[src/hdl/md5_pkg.sv]
// md5 constants, round tables and controller types
package md5_pkg;

	// initial chaining words a b c d
	localparam logic [31:0] MD5_IV [4] = '{
		32'h67452301, 32'hefcdab89, 32'h98badcfe, 32'h10325476
	};

	// padding marker byte
	localparam logic [7:0] PAD_BYTE = 8'h80;

	// additive round constants
	localparam logic [31:0] MD5_K [64] = '{
		32'hd76aa478, 32'he8c7b756, 32'h242070db, 32'hc1bdceee,
		32'hf57c0faf, 32'h4787c62a, 32'ha8304613, 32'hfd469501,
		32'h698098d8, 32'h8b44f7af, 32'hffff5bb1, 32'h895cd7be,
		32'h6b901122, 32'hfd987193, 32'ha679438e, 32'h49b40821,
		32'hf61e2562, 32'hc040b340, 32'h265e5a51, 32'he9b6c7aa,
		32'hd62f105d, 32'h02441453, 32'hd8a1e681, 32'he7d3fbc8,
		32'h21e1cde6, 32'hc33707d6, 32'hf4d50d87, 32'h455a14ed,
		32'ha9e3e905, 32'hfcefa3f8, 32'h676f02d9, 32'h8d2a4c8a,
		32'hfffa3942, 32'h8771f681, 32'h6d9d6122, 32'hfde5380c,
		32'ha4beea44, 32'h4bdecfa9, 32'hf6bb4b60, 32'hbebfbc70,
		32'h289b7ec6, 32'heaa127fa, 32'hd4ef3085, 32'h04881d05,
		32'hd9d4d039, 32'he6db99e5, 32'h1fa27cf8, 32'hc4ac5665,
		32'hf4292244, 32'h432aff97, 32'hab9423a7, 32'hfc93a039,
		32'h655b59c3, 32'h8f0ccc92, 32'hffeff47d, 32'h85845dd1,
		32'h6fa87e4f, 32'hfe2ce6e0, 32'ha3014314, 32'h4e0811a1,
		32'hf7537e82, 32'hbd3af235, 32'h2ad7d2bb, 32'heb86d391
	};

	// rotate amounts, indexed by {quarter, round mod 4}
	localparam logic [4:0] MD5_ROT [16] = '{
		5'd7, 5'd12, 5'd17, 5'd22,
		5'd5, 5'd9,  5'd14, 5'd20,
		5'd4, 5'd11, 5'd16, 5'd23,
		5'd6, 5'd10, 5'd15, 5'd21
	};

	// controller states
	typedef enum logic [5:0] {
		ST_IDLE  = 6'b000001,
		ST_PAD   = 6'b000010,
		ST_LOAD  = 6'b000100,
		ST_ROUND = 6'b001000,
		ST_FOLD  = 6'b010000,
		ST_OUT   = 6'b100000
	} md5_state_t;

	// padding phases
	typedef enum logic [3:0] {
		PH_PAD80  = 4'b0001,
		PH_ZERO   = 4'b0010,
		PH_LEN_HI = 4'b0100,
		PH_DONE   = 4'b1000
	} md5_phase_t;

	// message word index used by a round
	function automatic logic [3:0] md5_msg_index(input logic [5:0] rnd);
		logic [3:0] r4;
		logic [3:0] g;
		r4 = rnd[3:0];
		case (rnd[5:4])
			2'd0:    g = r4;
			2'd1:    g = 4'(r4 * 4'd5 + 4'd1);
			2'd2:    g = 4'(r4 * 4'd3 + 4'd5);
			default: g = 4'(r4 * 4'd7);
		endcase
		return g;
	endfunction

	// round mixing function
	function automatic logic [31:0] md5_mix(input logic [1:0] quarter,
			input logic [31:0] b, input logic [31:0] c, input logic [31:0] d);
		logic [31:0] f;
		case (quarter)
			2'd0:    f = (b & c) | (~b & d);
			2'd1:    f = (b & d) | (c & ~d);
			2'd2:    f = b ^ c ^ d;
			default: f = c ^ (b | ~d);
		endcase
		return f;
	endfunction

	// left rotate by a nonzero amount
	function automatic logic [31:0] md5_rotl(input logic [31:0] x, input logic [4:0] s);
		logic [63:0] wide;
		wide = {x, x} << s;
		return wide[63:32];
	endfunction

endpackage

[src/hdl/md5_message_digest.sv]
// md5 digest engine: block store memory, padding sequencer and round datapath
//
//  channel | dir | handshake          | contents
//  s_*     | in  | s_tvalid/s_tready  | tdata: message_word, byte_count; tlast: final_item
//  m_*     | out | m_tvalid/m_tready  | tdata: digest_word; tuser: word_index; tlast: last_result
//
// a non-final word is written into the block store as it is accepted; the word that completes
// a 16-word block adds a compression (load, 64 rounds at one per cycle, fold), so a long
// message is paced by the single round unit and the one read port of the block store. the
// final word adds the padding words and one or two compressions, then four result transfers.
// the input stalls during all of it.
// reset loads the initial chaining words and empties the block; the store needs no clearing.
module md5_message_digest (
	input  logic        clk,
	input  logic        arst_n,
	input  logic        s_tvalid,
	output logic        s_tready,
	input  logic [39:0] s_tdata,   // [31:0] message_word, [34:32] byte_count, [39:35] zero
	input  logic        s_tlast,
	output logic        m_tvalid,
	input  logic        m_tready,
	output logic [31:0] m_tdata,   // [31:0] digest_word
	output logic [1:0]  m_tuser,   // [1:0] word_index
	output logic        m_tlast
);
	import md5_pkg::*;

	md5_state_t  state_q;
	md5_phase_t  phase_q;
	logic [31:0] chain_q [4];
	logic [31:0] round_q [4];
	logic [3:0]  fill_q;
	logic [63:0] bit_len_q;
	logic [5:0]  rnd_q;
	logic        final_q;
	logic [31:0] pad_q;
	logic [31:0] pre_q;
	logic [1:0]  out_idx_q;

	logic [31:0] block_mem [16];
	logic [31:0] rdata_q;

	logic        in_xfer;
	logic        out_xfer;
	logic [31:0] in_word;
	logic [2:0]  eff_count;
	logic        in_full;
	logic [31:0] in_pad;
	logic        wr_en;
	logic [31:0] wr_data;
	logic [31:0] pad_data;
	logic [3:0]  raddr;
	logic [31:0] mix;
	logic [31:0] sum;
	logic [31:0] new_b;

	// handshake and output view
	assign s_tready = (state_q == ST_IDLE);
	assign in_xfer  = s_tvalid && s_tready;
	assign m_tvalid = (state_q == ST_OUT);
	assign out_xfer = m_tvalid && m_tready;
	assign m_tdata  = chain_q[out_idx_q];
	assign m_tuser  = out_idx_q;
	assign m_tlast  = (out_idx_q == 2'd3);

	// input word decode: count saturates, non-final words are always full
	assign in_word = s_tdata[31:0];
	always_comb begin
		if (!s_tlast || s_tdata[34:32] > 3'd4) begin
			eff_count = 3'd4;
		end else begin
			eff_count = s_tdata[34:32];
		end
		in_full = (eff_count == 3'd4);
		case (eff_count)
			3'd1:    in_pad = {16'h0, PAD_BYTE, in_word[7:0]};
			3'd2:    in_pad = {8'h0, PAD_BYTE, in_word[15:0]};
			3'd3:    in_pad = {PAD_BYTE, in_word[23:0]};
			default: in_pad = {24'h0, PAD_BYTE};
		endcase
	end

	// padding word for the current phase
	always_comb begin
		case (phase_q)
			PH_PAD80:  pad_data = pad_q;
			PH_ZERO:   pad_data = (fill_q == 4'd14) ? bit_len_q[31:0] : 32'h0;
			PH_LEN_HI: pad_data = bit_len_q[63:32];
			default:   pad_data = 32'h0;
		endcase
	end

	// block store write port
	assign wr_en   = (in_xfer && in_full) || (state_q == ST_PAD);
	assign wr_data = (state_q == ST_PAD) ? pad_data : in_word;

	// read address runs one round ahead of the datapath
	assign raddr = (state_q == ST_LOAD) ? md5_msg_index(6'd0)
	                                    : md5_msg_index(6'(rnd_q + 6'd1));

	// block store: one write and one registered read per cycle
	always_ff @(posedge clk) begin
		if (wr_en) begin
			block_mem[fill_q] <= wr_data;
		end
		rdata_q <= block_mem[raddr];
	end

	// one md5 round; pre_q already holds a + round constant
	always_comb begin
		mix   = md5_mix(rnd_q[5:4], round_q[1], round_q[2], round_q[3]);
		sum   = mix + pre_q + rdata_q;
		new_b = round_q[1] + md5_rotl(sum, MD5_ROT[{rnd_q[5:4], rnd_q[1:0]}]);
	end

	// working words and pre-added constant
	always_ff @(posedge clk) begin
		case (state_q)
			ST_LOAD: begin
				for (int k = 0; k < 4; k++) begin
					round_q[k] <= chain_q[k];
				end
				pre_q <= chain_q[0] + MD5_K[0];
			end
			ST_ROUND: begin
				round_q[0] <= round_q[3];
				round_q[1] <= new_b;
				round_q[2] <= round_q[1];
				round_q[3] <= round_q[2];
				pre_q      <= round_q[3] + MD5_K[6'(rnd_q + 6'd1)];
			end
			default: begin
			end
		endcase
		if (in_xfer && s_tlast) begin
			pad_q <= in_pad;
		end
	end

	// controller, chaining words and message bookkeeping
	always_ff @(posedge clk or negedge arst_n) begin
		if (!arst_n) begin
			state_q   <= ST_IDLE;
			phase_q   <= PH_PAD80;
			fill_q    <= '0;
			bit_len_q <= '0;
			rnd_q     <= '0;
			final_q   <= 1'b0;
			out_idx_q <= '0;
			for (int k = 0; k < 4; k++) begin
				chain_q[k] <= MD5_IV[k];
			end
		end else begin
			if (wr_en) begin
				fill_q <= fill_q + 4'd1;
			end
			case (state_q)
				ST_IDLE: begin
					if (in_xfer) begin
						bit_len_q <= bit_len_q + 64'({eff_count, 3'b000});
						final_q   <= s_tlast;
						phase_q   <= PH_PAD80;
						if (in_full && fill_q == 4'd15) begin
							state_q <= ST_LOAD;
						end else if (s_tlast) begin
							state_q <= ST_PAD;
						end
					end
				end
				ST_PAD: begin
					case (phase_q)
						PH_PAD80:  phase_q <= PH_ZERO;
						PH_ZERO: begin
							if (fill_q == 4'd14) begin
								phase_q <= PH_LEN_HI;
							end
						end
						PH_LEN_HI: phase_q <= PH_DONE;
						default:   phase_q <= PH_DONE;
					endcase
					if (fill_q == 4'd15) begin
						state_q <= ST_LOAD;
					end
				end
				ST_LOAD: begin
					rnd_q   <= '0;
					state_q <= ST_ROUND;
				end
				ST_ROUND: begin
					rnd_q <= rnd_q + 6'd1;
					if (rnd_q == 6'd63) begin
						state_q <= ST_FOLD;
					end
				end
				ST_FOLD: begin
					for (int k = 0; k < 4; k++) begin
						chain_q[k] <= chain_q[k] + round_q[k];
					end
					if (!final_q) begin
						state_q <= ST_IDLE;
					end else if (phase_q == PH_DONE) begin
						state_q   <= ST_OUT;
						out_idx_q <= '0;
					end else begin
						state_q <= ST_PAD;
					end
				end
				ST_OUT: begin
					if (out_xfer) begin
						out_idx_q <= out_idx_q + 2'd1;
						if (out_idx_q == 2'd3) begin
							// back to the empty-message state
							state_q   <= ST_IDLE;
							final_q   <= 1'b0;
							bit_len_q <= '0;
							for (int k = 0; k < 4; k++) begin
								chain_q[k] <= MD5_IV[k];
							end
						end
					end
				end
				default: state_q <= ST_IDLE;
			endcase
		end
	end

`ifndef SYNTHESIS
	// a finished final compression always leads to the digest
	a_fold_to_out: assert property (@(posedge clk) disable iff (!arst_n)
		(state_q == ST_FOLD && final_q && phase_q == PH_DONE) |=> m_tvalid)
		else $error("digest not presented after last compression");

	// the digest is only shown with an empty block store
	a_out_empty: assert property (@(posedge clk) disable iff (!arst_n)
		m_tvalid |-> (fill_q == 4'd0 && final_q))
		else $error("digest shown with block words pending");

	// the last transfer clears the length for the next message
	a_len_clear: assert property (@(posedge clk) disable iff (!arst_n)
		(out_xfer && m_tlast) |=> (bit_len_q == 64'd0 && s_tready))
		else $error("message state not cleared after digest");

	// rounds start at zero after every load
	a_round_start: assert property (@(posedge clk) disable iff (!arst_n)
		(state_q == ST_LOAD) |=> (state_q == ST_ROUND && rnd_q == 6'd0))
		else $error("round counter not restarted");
`endif

endmodule

[config.mk]
export PLATFORM = sky130hd
export DESIGN_NAME = md5_message_digest
export DESIGN_NICKNAME = d
export VERILOG_FILES = /design/src/hdl/md5_pkg.sv /design/src/hdl/md5_message_digest.sv
export SDC_FILE = /design/constraint.sdc
export NUM_CORES = 2
export LEC_CHECK = 0
export BUFFER_PORTS_ARGS = -buffer_cell sky130_fd_sc_hd__buf_2
export CORE_ASPECT_RATIO = 0.75
export CORE_MARGIN = 2
export CORE_UTILIZATION = 50
export DETAILED_ROUTE_END_ITERATION = 10
export PLACE_DENSITY = 0.66
export SYNTH_ARGS = -nofsm -noshare
export SYNTH_HDL_FRONTEND = slang
export SYNTH_SLANG_ARGS = --single-unit
[constraint.sdc]
create_clock -name clk -period 8.6 [get_ports clk]
set_input_delay 0.86 -clock clk [delete_from_list [all_inputs] [get_ports clk]]
set_output_delay 0.86 -clock clk [all_outputs]
set_load 0.01 [all_outputs]
==> metrics.yaml <==
min_period_over_period_pct: 96.6
grt.busiest_layer: "met1"
cts_tree: "yes"
synth_nets: 6307
track_usage_pct: 30.9
first_pass_iters: 6
drive_gt1_share_pct: 13.8
yosysSeqAreaShare_pct: 46.6
final_hold_viol_count: 0
cts.clk_slew.worst_paths_ns: 0.07
clock_sinks: 941
grt_use_met2_pct: 42.5
worstMarginPinSlew_ns: 1.30
h-tree-depth: 3
gp_congestion: 0.989
antenna_found_initial: 6
fmax_mhz: 120
placed_cell_area_mm2: 0.0620
ys.warnings.count: 0
clk_latency_ns: 0.75
slew_viol_final: 0
cp_max_fo: 20
placementRows: 108
synth_edf_count: 697
slew_headroom_pct: 12.6
clock-skew-final_ns: 0.0679
grt_overflow: 0
cts_hold_buffers: 0
die_h_um: 299
grt_pass1_vias: 45000
num_io_pins: 82
nFillCells: 9938
crit_arrival_ns: 8.77
start_util_pct: 50.2
grt_start_max_net_pins: 184
met1_usage_pct: 49.3
min_period_ns: 8.31
synth.avg_cell_area_um2: 9.70
antenna_left: 0
slowest_stage: "dfrtp_4"
drt-initial-drc-count: 5729
status: "finished clean"
grt_pass1_wl_um: 281000
criticalPathCategory: "flop to flop"
die_x_um: 397
nNetsFinal: 6499
port_buffers: 76
wl_per_cell_um: 24.0
async_reset_ff_share_pct: 22.5
tns_ns: 0
dieArea_mm2: 0.119
drc: 0
final_util_pct: 56.8
cap_violations: 0
syn_area_mm2: 0.0579
grtUsageMet3_pct: 6.01
fp.coreArea_mm2: 0.115
critPathLaunchType: "flop"
place_hpwl_um: 127000
max_stage_delay_ns: 0.55
routed_wl_um: 187000
cts-root-buf: "clkbuf_16"
synth_ff_type: "edfxtp_1"
synth_cell_types: 102
synthCells: 5968
ys_ff_latch: 941
end_kind: "flop"
multi_input_area_mm2: 0.0297
area_growth_pct: 13.1
clk_path_buf_depth: 3
regArea_mm2: 0.0270
vias: 49000
fin_area_mm2: 0.0655
required_ns: 9.06
hold_path.class: "primary input to asynchronous set/reset pin"
vias_per_cell: 6.30
numCtsBuffers: 97
setup_violations: 0
## final cells by class
cell class                 instances  share of cell area, %
multi-input combinational       4576                   45.3
sequential                       941                   41.2
timing repair buffer             457                   5.18
clock buffer                     129                   4.00
tap                             1540                   2.94
clock inverter                    54                  0.850
inverter                          87                  0.506
antenna                            1                0.00382
## critical path: cells and delay by family (launching register included)
family                   cells  cell delay (ns)
AND/OR/NAND/NOR              7             1.30
multiplexers                 4             1.21
adder cells (fa/ha/maj)      4             1.50
AO/OA/AOI/OAI               14             2.44
XOR/XNOR                     2             0.33
flip-flops                   1             0.55
buffers and inverters        4             0.69
## routing by layer
layer  vias to the layer above  routed length, µm
li1                      22500                  -
met1                     24000              87300
met2                      2260              76400
met3                       254              18900
met4                         2               4520
met5                         -                 13
## state kept, by name (all words and copies together), names as in the netlist
register,flops
round_q,128
m_tuser,2
rdata_q,32
pre_q,32
rnd_q,6
chain_q,128
state_q,6
block_mem,512
bit_len_q,61
pad_q,25
phase_q,4
fill_q,4
final_q,1
## repair_timing
item,CTS,global route
resized for setup,6,52
buffers inserted,0,3
endpoints found under the setup margin,5,11
pin swaps,0,13
## per-stage QoR
stage	std cells	hold slack, ns	setup WS (ns)
global placement	7598	0.476	-0.179
detailed placement	7598	0.490	-0.177
CTS	7781	0.149	0.00383
finish	7785	0.0967	0.294
global route	7784	0.176	-0.105
floorplan	5968	0.455	0.144
## worst paths after layout
path                             startpoint             end  slack [ns]  cells after the start
min in group clk                   m_tready      m_tuser[1]        0.38                      3
worst max register to register     rnd_q[4]  round_q[1][30]        0.29                     35
max in group asynchronous            arst_n      chain_q[0]        7.12                      2
worst min register to register  chain_q[95]     chain_q[95]        0.49                      2
worst min-delay path                 arst_n     chain_q[31]         0.1                      1
worst max-delay path               rnd_q[4]  round_q[1][30]        0.29                     35
## synthesized netlist by cell type, types with 45 or more instances
library cell / number / area [µm²]
nand2_1: 1011 / 3790
edfxtp_1: 697 / 20900
a21oi_1: 493 / 2470
o21ai_0: 416 / 2080
nor2_1: 365 / 1370
clkbuf_1: 302 / 1130
ha_1: 252 / 3150
xnor2_1: 207 / 1810
a211oi_1: 197 / 1480
and2_1: 167 / 1040
dfrtp_1: 146 / 3650
a31oi_1: 145 / 907
xor2_1: 123 / 1080
a21o_1: 99 / 743
nand3_1: 83 / 415
inv_1: 80 / 300
nor3_1: 80 / 400
a311oi_1: 75 / 657
dfstp_2: 66 / 1730
nor2b_1: 64 / 400
mux2i_1: 50 / 500
buf_1: 48 / 180
and3_1: 46 / 288
o211ai_1: 45 / 338
## logic make-up after synthesis
family,after synthesis,synth area share (%)
flops,941,46.6
buf+inv,451,2.95
compound gates,1825,20.0
simple gates,2021,15.9
fa+ha+maj,294,6.90
mux,106,2.69
xor+xnor,330,4.99
## layout by cell type (no fill, tap or decap), types with 22 or more instances in the layout
cell type	synthesis	layout
ha_1	252	249
a21oi_1	493	486
buf_4	0	367
a311oi_1	75	75
o21bai_1	33	32
o211ai_1	45	45
nor2b_1	64	56
nor2_1	365	359
dfstp_2	66	66
nand3_1	83	83
mux4_2	38	38
clkbuf_16	0	97
o21a_1	41	40
a222oi_1	26	26
dfxtp_1	32	32
inv_1	80	79
o21ai_0	416	388
xor2_1	123	121
dfrtp_1	146	142
o22ai_1	39	37
nand2_1	1011	1010
buf_2	13	75
nand4_1	26	26
nor3_1	80	77
mux2i_1	50	46
a31oi_1	145	142
fa_1	42	41
a22oi_1	22	22
a211oi_1	197	193
and2_1	167	159
edfxtp_1	697	697
and3_1	46	42
xnor2_1	207	201
or3_1	31	30
nand2b_1	44	44
clkbuf_1	302	25
a21o_1	99	99
Power is not shown: default switching activity piles up to over one toggle a cycle in this logic, so the estimate is an artifact.
